<file path="src/rtl/core/prr_pkg.sv">
package prr_pkg;

  localparam int unsigned WordWidth    = 64;
  localparam int unsigned ShardWidth   = 16;
  localparam int unsigned KindOutWidth = 8;
  localparam int unsigned PayOutWidth  = 56;
  localparam int unsigned CountWidth   = 32;
  localparam int unsigned NumCounters  = 6;
  localparam int unsigned StepBits     = $clog2(WordWidth);

  localparam int unsigned InDataWidth  = 80;
  localparam int unsigned OutDataWidth = 280;

  localparam logic [ShardWidth-1:0] NoShard       = 16'hFFFF;
  localparam logic [ShardWidth-1:0] KindPool      = 16'd0;
  localparam logic [ShardWidth-1:0] KindDistrib   = 16'd1;
  localparam logic [ShardWidth-1:0] KindShard     = 16'd2;

  typedef enum logic {
    OP_RESOLVE = 1'b0,
    OP_CLEAR   = 1'b1
  } prr_op_e;

  typedef enum logic [1:0] {
    ST_OK            = 2'd0,
    ST_INVALID_ARG   = 2'd1,
    ST_INVALID_SHARD = 2'd2,
    ST_UNSUPPORTED   = 2'd3
  } prr_status_e;

  typedef enum logic [1:0] {
    S_IDLE,
    S_DIVIDE,
    S_RESULT
  } prr_state_e;

  // statistics counter update request
  typedef struct packed {
    logic clear;
    logic attempts;
    logic exact;
    logic distributed;
    logic non_caller;
    logic bad_shard;
    logic unsupported;
  } prr_stat_upd_t;

  typedef struct packed {
    logic [CountWidth-1:0] unsupported;
    logic [CountWidth-1:0] bad_shard;
    logic [CountWidth-1:0] non_caller;
    logic [CountWidth-1:0] distributed;
    logic [CountWidth-1:0] exact;
    logic [CountWidth-1:0] attempts;
  } prr_counts_t;

endpackage

</file>
<file path="src/rtl/core/placement_resolver_round_robin_unit.sv">
// placement resolver with round-robin shard selection
//
// input stream: one word per request. tuser carries the opcode (resolve or
// clear); tdata carries the placement word and the caller shard.
// output stream: one word per request with status, chosen shard, decoded
// kind and payload, and the six statistics counters after the request.
// config: cfg_we_i writes the 16 bit shard count; write only while idle.
//
// a request is taken only while the unit is idle. a distributed request with a
// caller below the shard count runs the ticket modulo shard count through a
// bit-serial divider, one quotient bit per cycle, then moves on to the result
// state. every other request goes from accept straight to the result state.
// in the result state the output word is registered, and the next request is
// taken once the unit has returned to idle.
// the result sits in an output register; when the receiver stalls the
// unit holds it and finishes the next request only once the slot is free.
// reset: shard count 1, ticket and counters zero, output empty.
module placement_resolver_round_robin_unit
  import prr_pkg::*;
#(
  parameter int unsigned KIND_BITS     = 8,
  parameter int unsigned COUNTER_WIDTH = 32
) (
  input  logic                    clk_i,
  input  logic                    rst_ni,
  input  logic                    cfg_we_i,
  input  logic [ShardWidth-1:0]   cfg_wdata_i,
  input  logic                    s_axis_tvalid,
  output logic                    s_axis_tready,
  // placement_word[63:0], caller_shard[79:64]
  input  logic [InDataWidth-1:0]  s_axis_tdata,
  // opcode
  input  logic                    s_axis_tuser,
  output logic                    m_axis_tvalid,
  input  logic                    m_axis_tready,
  // status[1:0], chosen_shard[17:2], kind_out[25:18], payload_out[81:26],
  // attempts_count[113:82], exact_count[145:114], distributed_count[177:146],
  // non_caller_count[209:178], bad_shard_count[241:210],
  // unsupported_count[273:242], zero pad up to 279
  output logic [OutDataWidth-1:0] m_axis_tdata
);

  localparam int unsigned PayWidth = WordWidth - KIND_BITS;

  prr_state_e state_q, state_d;

  logic [ShardWidth-1:0] shard_count_q;
  logic [WordWidth-1:0]  ticket_q;
  prr_op_e               op_q;
  logic [WordWidth-1:0]  word_q;
  logic [ShardWidth-1:0] caller_q;

  logic                  s_accept;
  logic                  need_div;
  logic                  commit;
  logic                  div_busy;
  logic [ShardWidth-1:0] div_rem;

  logic [WordWidth-1:0]  in_word;
  logic [ShardWidth-1:0] in_caller;
  logic [KIND_BITS-1:0]  in_kind;

  logic [KIND_BITS-1:0]  kind;
  logic [PayWidth-1:0]   payload;
  logic [63:0]           kind_ext;
  logic [63:0]           pay_ext;
  logic [ShardWidth:0]   caller_inc;
  logic [ShardWidth-1:0] sel;

  prr_status_e           res_status;
  logic [ShardWidth-1:0] res_chosen;
  logic [KindOutWidth-1:0] res_kind;
  logic [PayOutWidth-1:0]  res_payload;
  logic                  ticket_inc;
  prr_stat_upd_t         upd;
  prr_counts_t           counts;

  logic                    m_valid_q;
  logic [OutDataWidth-1:0] m_data_q;

  assign in_word   = s_axis_tdata[WordWidth-1:0];
  assign in_caller = s_axis_tdata[WordWidth+ShardWidth-1:WordWidth];
  assign in_kind   = in_word[KIND_BITS-1:0];

  assign s_accept = s_axis_tvalid && s_axis_tready;
  assign need_div = (prr_op_e'(s_axis_tuser) == OP_RESOLVE) && (shard_count_q != '0) &&
                    (ShardWidth'(in_kind) == KindDistrib) &&
                    (in_kind[KIND_BITS-1:ShardWidth > KIND_BITS ? 0 : 0] == in_kind) &&
                    (in_caller < shard_count_q);

  assign commit = (state_q == S_RESULT) && (!m_valid_q || m_axis_tready);

  // next state
  always_comb begin
    state_d = state_q;
    case (state_q)
      S_IDLE: begin
        if (s_accept) begin
          state_d = need_div ? S_DIVIDE : S_RESULT;
        end
      end
      S_DIVIDE: begin
        if (!div_busy) begin
          state_d = S_RESULT;
        end
      end
      S_RESULT: begin
        if (commit) begin
          state_d = S_IDLE;
        end
      end
      default: state_d = S_IDLE;
    endcase
  end

  // handshake outputs
  always_comb begin
    case (state_q)
      S_IDLE:  s_axis_tready = 1'b1;
      default: s_axis_tready = 1'b0;
    endcase
  end

  always_ff @(posedge clk_i or negedge rst_ni) begin
    if (!rst_ni) begin
      state_q       <= S_IDLE;
      shard_count_q <= 16'd1;
    end else begin
      state_q <= state_d;
      if (cfg_we_i) begin
        shard_count_q <= cfg_wdata_i;
      end
    end
  end

  always_ff @(posedge clk_i) begin
    if (s_accept) begin
      op_q     <= prr_op_e'(s_axis_tuser);
      word_q   <= in_word;
      caller_q <= in_caller;
    end
  end

  prr_mod_unit u_mod (
    .clk_i      (clk_i),
    .rst_ni     (rst_ni),
    .start_i    (s_accept && need_div),
    .dividend_i (ticket_q),
    .divisor_i  (shard_count_q),
    .busy_o     (div_busy),
    .rem_o      (div_rem)
  );

  assign kind       = word_q[KIND_BITS-1:0];
  assign payload    = word_q[WordWidth-1:KIND_BITS];
  assign caller_inc = {1'b0, caller_q} + 17'd1;

  // step past the caller's own shard when more than one is in use
  always_comb begin
    sel = div_rem;
    if ((shard_count_q > 16'd1) && (div_rem == caller_q)) begin
      sel = (caller_inc == {1'b0, shard_count_q}) ? '0 : caller_inc[ShardWidth-1:0];
    end
  end

  // request decision
  always_comb begin
    res_status = ST_OK;
    res_chosen = NoShard;
    ticket_inc = 1'b0;
    upd        = '0;
    kind_ext   = 64'(kind);
    pay_ext    = 64'(payload);
    if (op_q == OP_CLEAR) begin
      upd.clear = 1'b1;
      kind_ext  = '0;
      pay_ext   = '0;
    end else if (shard_count_q == '0) begin
      res_status = ST_INVALID_ARG;
    end else begin
      upd.attempts = 1'b1;
      if (16'(kind) == KindShard && 64'(kind) == kind_ext) begin
        if (payload >= PayWidth'(shard_count_q)) begin
          upd.bad_shard = 1'b1;
          res_status    = ST_INVALID_SHARD;
        end else begin
          upd.exact  = 1'b1;
          res_chosen = payload[ShardWidth-1:0];
        end
      end else if (16'(kind) == KindDistrib) begin
        if (caller_q >= shard_count_q) begin
          res_status = ST_INVALID_ARG;
        end else begin
          ticket_inc      = 1'b1;
          upd.distributed = 1'b1;
          upd.non_caller  = (sel != caller_q);
          res_chosen      = sel;
        end
      end else begin
        upd.unsupported = 1'b1;
        res_status      = ST_UNSUPPORTED;
      end
    end
  end

  assign res_kind    = kind_ext[KindOutWidth-1:0];
  assign res_payload = pay_ext[PayOutWidth-1:0];

  always_ff @(posedge clk_i or negedge rst_ni) begin
    if (!rst_ni) begin
      ticket_q <= '0;
    end else if (commit) begin
      if (upd.clear) begin
        ticket_q <= '0;
      end else if (ticket_inc) begin
        ticket_q <= ticket_q + 64'd1;
      end
    end
  end

  prr_stats #(
    .COUNTER_WIDTH (COUNTER_WIDTH)
  ) u_stats (
    .clk_i    (clk_i),
    .rst_ni   (rst_ni),
    .commit_i (commit && !(upd == '0)),
    .upd_i    (upd),
    .next_o   (counts)
  );

  // output word register
  always_ff @(posedge clk_i or negedge rst_ni) begin
    if (!rst_ni) begin
      m_valid_q <= 1'b0;
    end else if (commit) begin
      m_valid_q <= 1'b1;
    end else if (m_axis_tready) begin
      m_valid_q <= 1'b0;
    end
  end

  always_ff @(posedge clk_i) begin
    if (commit) begin
      m_data_q <= {6'd0, counts.unsupported, counts.bad_shard, counts.non_caller,
                   counts.distributed, counts.exact, counts.attempts,
                   res_payload, res_kind, res_chosen, res_status};
    end
  end

  assign m_axis_tvalid = m_valid_q;
  assign m_axis_tdata  = m_data_q;

endmodule

</file>
<file path="src/rtl/core/prr_mod_unit.sv">
module prr_mod_unit
  import prr_pkg::*;
(
  input  logic                  clk_i,
  input  logic                  rst_ni,
  input  logic                  start_i,
  input  logic [WordWidth-1:0]  dividend_i,
  input  logic [ShardWidth-1:0] divisor_i,
  output logic                  busy_o,
  output logic [ShardWidth-1:0] rem_o
);

  logic                  busy_q, busy_d;
  logic [StepBits-1:0]   step_q, step_d;
  logic [WordWidth-1:0]  quo_q, quo_d;
  logic [ShardWidth-1:0] rem_q, rem_d;
  logic [ShardWidth:0]   trial;
  logic                  fits;

  // one restoring step per cycle, msb first
  assign trial = {rem_q, quo_q[WordWidth-1]};
  assign fits  = (trial >= {1'b0, divisor_i});

  always_comb begin
    busy_d = busy_q;
    step_d = step_q;
    quo_d  = quo_q;
    rem_d  = rem_q;
    if (start_i) begin
      busy_d = 1'b1;
      step_d = '0;
      quo_d  = dividend_i;
      rem_d  = '0;
    end else if (busy_q) begin
      quo_d  = {quo_q[WordWidth-2:0], 1'b0};
      rem_d  = fits ? ShardWidth'(trial - {1'b0, divisor_i}) : trial[ShardWidth-1:0];
      step_d = step_q + StepBits'(1);
      if (step_q == '1) begin
        busy_d = 1'b0;
      end
    end
  end

  always_ff @(posedge clk_i or negedge rst_ni) begin
    if (!rst_ni) begin
      busy_q <= 1'b0;
      step_q <= '0;
    end else begin
      busy_q <= busy_d;
      step_q <= step_d;
    end
  end

  always_ff @(posedge clk_i) begin
    quo_q <= quo_d;
    rem_q <= rem_d;
  end

  assign busy_o = busy_q;
  assign rem_o  = rem_q;

endmodule

</file>
<file path="src/rtl/core/prr_stats.sv">
module prr_stats
  import prr_pkg::*;
#(
  parameter int unsigned COUNTER_WIDTH = 32
) (
  input  logic          clk_i,
  input  logic          rst_ni,
  input  logic          commit_i,
  input  prr_stat_upd_t upd_i,
  output prr_counts_t   next_o
);

  logic [COUNTER_WIDTH-1:0] ctr_q [NumCounters];
  logic [COUNTER_WIDTH-1:0] ctr_d [NumCounters];
  logic [NumCounters-1:0]   bump;
  logic [63:0]              ext  [NumCounters];

  assign bump = {upd_i.unsupported, upd_i.bad_shard, upd_i.non_caller,
                 upd_i.distributed, upd_i.exact, upd_i.attempts};

  // clear to zero, or saturating increment at all ones
  always_comb begin
    for (int i = 0; i < NumCounters; i++) begin
      ctr_d[i] = ctr_q[i];
      if (upd_i.clear) begin
        ctr_d[i] = '0;
      end else if (bump[i] && (ctr_q[i] != '1)) begin
        ctr_d[i] = ctr_q[i] + COUNTER_WIDTH'(1);
      end
      ext[i] = 64'(ctr_d[i]);
    end
  end

  always_ff @(posedge clk_i or negedge rst_ni) begin
    if (!rst_ni) begin
      for (int i = 0; i < NumCounters; i++) begin
        ctr_q[i] <= '0;
      end
    end else if (commit_i) begin
      for (int i = 0; i < NumCounters; i++) begin
        ctr_q[i] <= ctr_d[i];
      end
    end
  end

  assign next_o.attempts    = ext[0][CountWidth-1:0];
  assign next_o.exact       = ext[1][CountWidth-1:0];
  assign next_o.distributed = ext[2][CountWidth-1:0];
  assign next_o.non_caller  = ext[3][CountWidth-1:0];
  assign next_o.bad_shard   = ext[4][CountWidth-1:0];
  assign next_o.unsupported = ext[5][CountWidth-1:0];

endmodule

</file>
<file path="config.mk">
export PLATFORM = sky130hd
export DESIGN_NAME = placement_resolver_round_robin_unit
export DESIGN_NICKNAME = d
export VERILOG_FILES = /design/src/rtl/core/prr_pkg.sv /design/src/rtl/core/placement_resolver_round_robin_unit.sv /design/src/rtl/core/prr_mod_unit.sv /design/src/rtl/core/prr_stats.sv
export SDC_FILE = /design/constraint.sdc
export NUM_CORES = 1
export LEC_CHECK = 0
export BUFFER_PORTS_ARGS = -buffer_cell sky130_fd_sc_hd__buf_2
export CORE_MARGIN = 2
export CORE_UTILIZATION = 35
export CTS_BUF_LIST = sky130_fd_sc_hd__clkbuf_16
export DETAILED_ROUTE_END_ITERATION = 16
export SLEW_MARGIN = 20
export SYNTH_ARGS = -nofsm -noshare
export SYNTH_HDL_FRONTEND = slang
export SYNTH_HIERARCHICAL = 1
export SYNTH_SLANG_ARGS = --single-unit
export TNS_END_PERCENT = 100
</file>
<file path="constraint.sdc">
create_clock -name clk_i -period 13.5 [get_ports clk_i]
set_input_delay 1.35 -clock clk_i [delete_from_list [all_inputs] [get_ports clk_i]]
set_output_delay 1.35 -clock clk_i [all_outputs]
set_load 0.01 [all_outputs]
</file>
==> results.txt <==
Worst Setup Start Kind - register
Total iterations of the first detailed-routing run - 8
Layout cells sized above 1 - 18.00%
WP data arrival - 6.80 ns
Grt total ovfl - 0
Largest family of logic cells by synthesized area - simple AND/OR/NAND/NOR gates
WS Path Type - reg -> reg
HPWL after detailed placement - 76780 um
Fillcell total - 10390
Compound-cell area share of the yosys netlist - 11.89%
Critical-path maximum fanout - 20
Port Buffers - 377
Root buffer cell - clkbuf_16
RSZ-0062 raised after global routing - no
Setup ws final - 7.224 ns
Yosys warnings - 6
R2r worst-path depth - 19
Max cap viols - 0
Final Hold Vio Count - 0
IR drop worst, VDD - 80.46 uV
Final min period - 6.276 ns
Final-stage net count - 3977
TritonCTS buffer count - 84
Clk buf depth - 3
Adder-cell area share of the yosys netlist - 2.457%
TNS Setup - 0 ns
Worst Path Required - 14.02 ns
Synth Area in Simple Gates - 20.12%
Number of synthesized flops with an enable pin - 419
Crit end category - register
Core ar. - 0.1066 mm^2
Mean post-synth cell area - 10.63 um^2
CTS Sinks - 717
Post-synthesis cell area - 0.03749 mm^2
Num rows - 120
Starting Density - 35.16%
Largest net degree at the start of global routing - 147
Iter 0 DRT Violations - 2301
Outcome - finished, final reports clean
All-Layer GR Usage - 19.67%
Slew Viols, Final - 0
Vias post-DR - 29010
Htree depth - 3
Hold Crit Class - reg -> reg
Via density - 5.493
Clock slew at reported path FFs - 0.07 ns
# setup viols final - 0
Die H - 331.3 um
Post-Route Skew - 0.02832 ns
Mux contribution to synthesized area - 3.668%
Worst slack, placed - 7.386 ns
CTS tree - yes
Routed WL per cell - 20.96 um
Die X - 331.3 um
Hold path depth - 1
Asr flop ratio synth - 39.33%
#FFs+latches synth - 717
Register area share after synthesis - 53.25%
First-pass GRT wire length - 169700 um
Post_cts resized - 0
Top post-synthesis cells by area - edfxtp_1 34%, dfrtp_1 19%, nor2_1 3.5%
Xor/xnor share of the synthesized area - 4.977%
Vias in the first global route - 27430
Max-slew headroom - 26.79%
Post-Synthesis Cells - 3528
Distinct cell type count after synthesis - 111
Hold WS - 0.5156 ns
Top cell type's share of synthesized area - 33.56%
LEAKAGE - 0.01640 uW
Fin crit share - 46.49%
Power, Total - 6233 uW
Main synth FF type - edfxtp_1
Residual DRC count - 0
Leading area contributor after synthesis - edfxtp_1
ANT nets after route - 0
Final Wtd Congestion - 0.9287
Fmax - 159.3 MHz
Post-CTS Repair Setup Buffers - 0
Area growth syn-to-layout - 15.17%
Power per cell area - 144.4 mW/mm^2
Initial antenna violation count - 7
Worst slew pin tran - 1.098 ns
Number of I/O pins - 384
DRT Wirelength - 110700 um
Area of the die - 0.1097 mm^2
Latest clock arrival within the worst-skew pair - 0.67 ns
CTS Hold Bufs - 0
[cells in the mapped netlist (all sizes together) (59+ instances only)]
library cell  instances
xnor2               113
edfxtp              419
o311ai               61
xor2                100
a21oi                97
nor2                353
ha                   72
nand4               115
nand3               210
and3                 59
mux2                 67
nor3                 94
mux2i                62
clkbuf              162
inv                  95
buf                  60
nand2               282
dfrtp               281
o21ai               127
nor2b                90
[metrics by stage]
stage | cells | utilization, % | area, um^2
2_1_floorplan | 3533 | - | 37500
3_3_place_gp | 5119 | 37.93 | 40440
3_5_place_dp | 5119 | 37.93 | 40440
4_1_cts | 5276 | 40.48 | 43160
5_1_grt | 5279 | 40.49 | 43170
6_report | 5281 | 40.50 | 43170
[cell usage in the layout (no fill, tap or decap), types with 36 or more instances in the layout]
| cell | count |
|---|---|
| edfxtp_1 | 419 |
| buf_2 | 376 |
| nor2_1 | 349 |
| nand2_1 | 281 |
| dfrtp_1 | 281 |
| nand3_1 | 207 |
| o21ai_0 | 126 |
| xnor2_1 | 113 |
| nand4_1 | 111 |
| inv_1 | 107 |
| xor2_1 | 100 |
| a21oi_1 | 95 |
| nor2b_1 | 90 |
| nor3_1 | 89 |
| clkbuf_16 | 84 |
| ha_1 | 72 |
| mux2_2 | 67 |
| mux2i_1 | 62 |
| o311ai_0 | 60 |
| and3_1 | 55 |
| or3_1 | 51 |
| o2bb2ai_1 | 48 |
| a31oi_1 | 42 |
| nor4_1 | 41 |
| and4_1 | 38 |
| or2_2 | 36 |
[layout make-up]
type / count / area (um^2) / area share, %
sequential: 717 / 19960 / 46.24
multi-input combinational: 2499 / 16230 / 37.59
timing repair buffer: 405 / 2123 / 4.918
clock buffer: 84 / 2102 / 4.869
tap: 1403 / 1755 / 4.066
clock inverter: 73 / 616.8 / 1.429
inverter: 95 / 372.9 / 0.8637
antenna: 5 / 12.51 / 0.02898
[cell families after synthesis]
| family | after synthesis |
|---|---|
| adders and majority gates | 73 |
| DFF | 717 |
| AOI/OAI and AO/OA | 610 |
| and+or+nand+nor | 1468 |
| other | 1 |
| xor gates and xnor gates | 213 |
| buffers and inverters | 317 |
| muxes | 129 |
[power by group]
group | internal, uW | switching [uW]
Clock | 1300 | 968
Sequential | 2650 | 331
Combinational | 369 | 617
[registers in the layout (all words and copies together), names as in the netlist, 6 cells and up]
register,count
caller_q,16
m_axis_tdata,274
shard_count_q,16
ticket_q,64
u_mod/quo_q,64
u_mod/rem_o,16
u_mod/step_q,6
u_stats/ctr_q,192
word_q,64
[per-layer routing]
layer  up-vias  share of wire (%)  routed length (um)  track usage, %
li1      13640                  -                   -               -
met1     14330                 46               51040           27.62
met2       875                 46               51310           31.30
met3       157                5.1                5594           2.935
met4         0                2.5                2759           6.150
met5         -                  0                   0               0
[path summary, 6_finish.rpt]
check / from / endpoint / slack [ns]
max reg2reg: caller_q[0]$_DFFE_PP_ / m_axis_tdata[204]$_DFFE_PP_ / 7.22
min reg2reg: state_q[0]$_DFFE_PN0P_ / state_q[1]$_DFFE_PN0P_ / 0.52
max: caller_q[0]$_DFFE_PP_ / m_axis_tdata[204]$_DFFE_PP_ / 7.22
min: state_q[0]$_DFFE_PN0P_ / state_q[1]$_DFFE_PN0P_ / 0.52
min in group asynchronous: rst_ni / u_stats/ctr_q[100]$_DFFE_PN0P_ / 0.70
max in group asynchronous: rst_ni / shard_count_q[3]$_DFFE_PN0P_ / 11.38
[worst max-delay path: stages, from the launching register on]
cell and delay (ns):
edfxtp_1 0.50, inv_1 0.19, ha_1 0.27, nand2b_1 0.14, a21o_1 0.18, a21o_1 0.18
a21o_1 0.17, a21o_1 0.20, a2111oi_4 0.56, o21ai_0 0.44, nor3_4 0.22, buf_4 0.33
inv_1 0.07, a31oi_1 0.74, inv_1 0.17, nor3_1 0.69, nand4_1 0.32, or2_2 0.38
or3_1 0.30, nand2_1 0.07
Note: power is estimated with default switching activity, not from simulation.
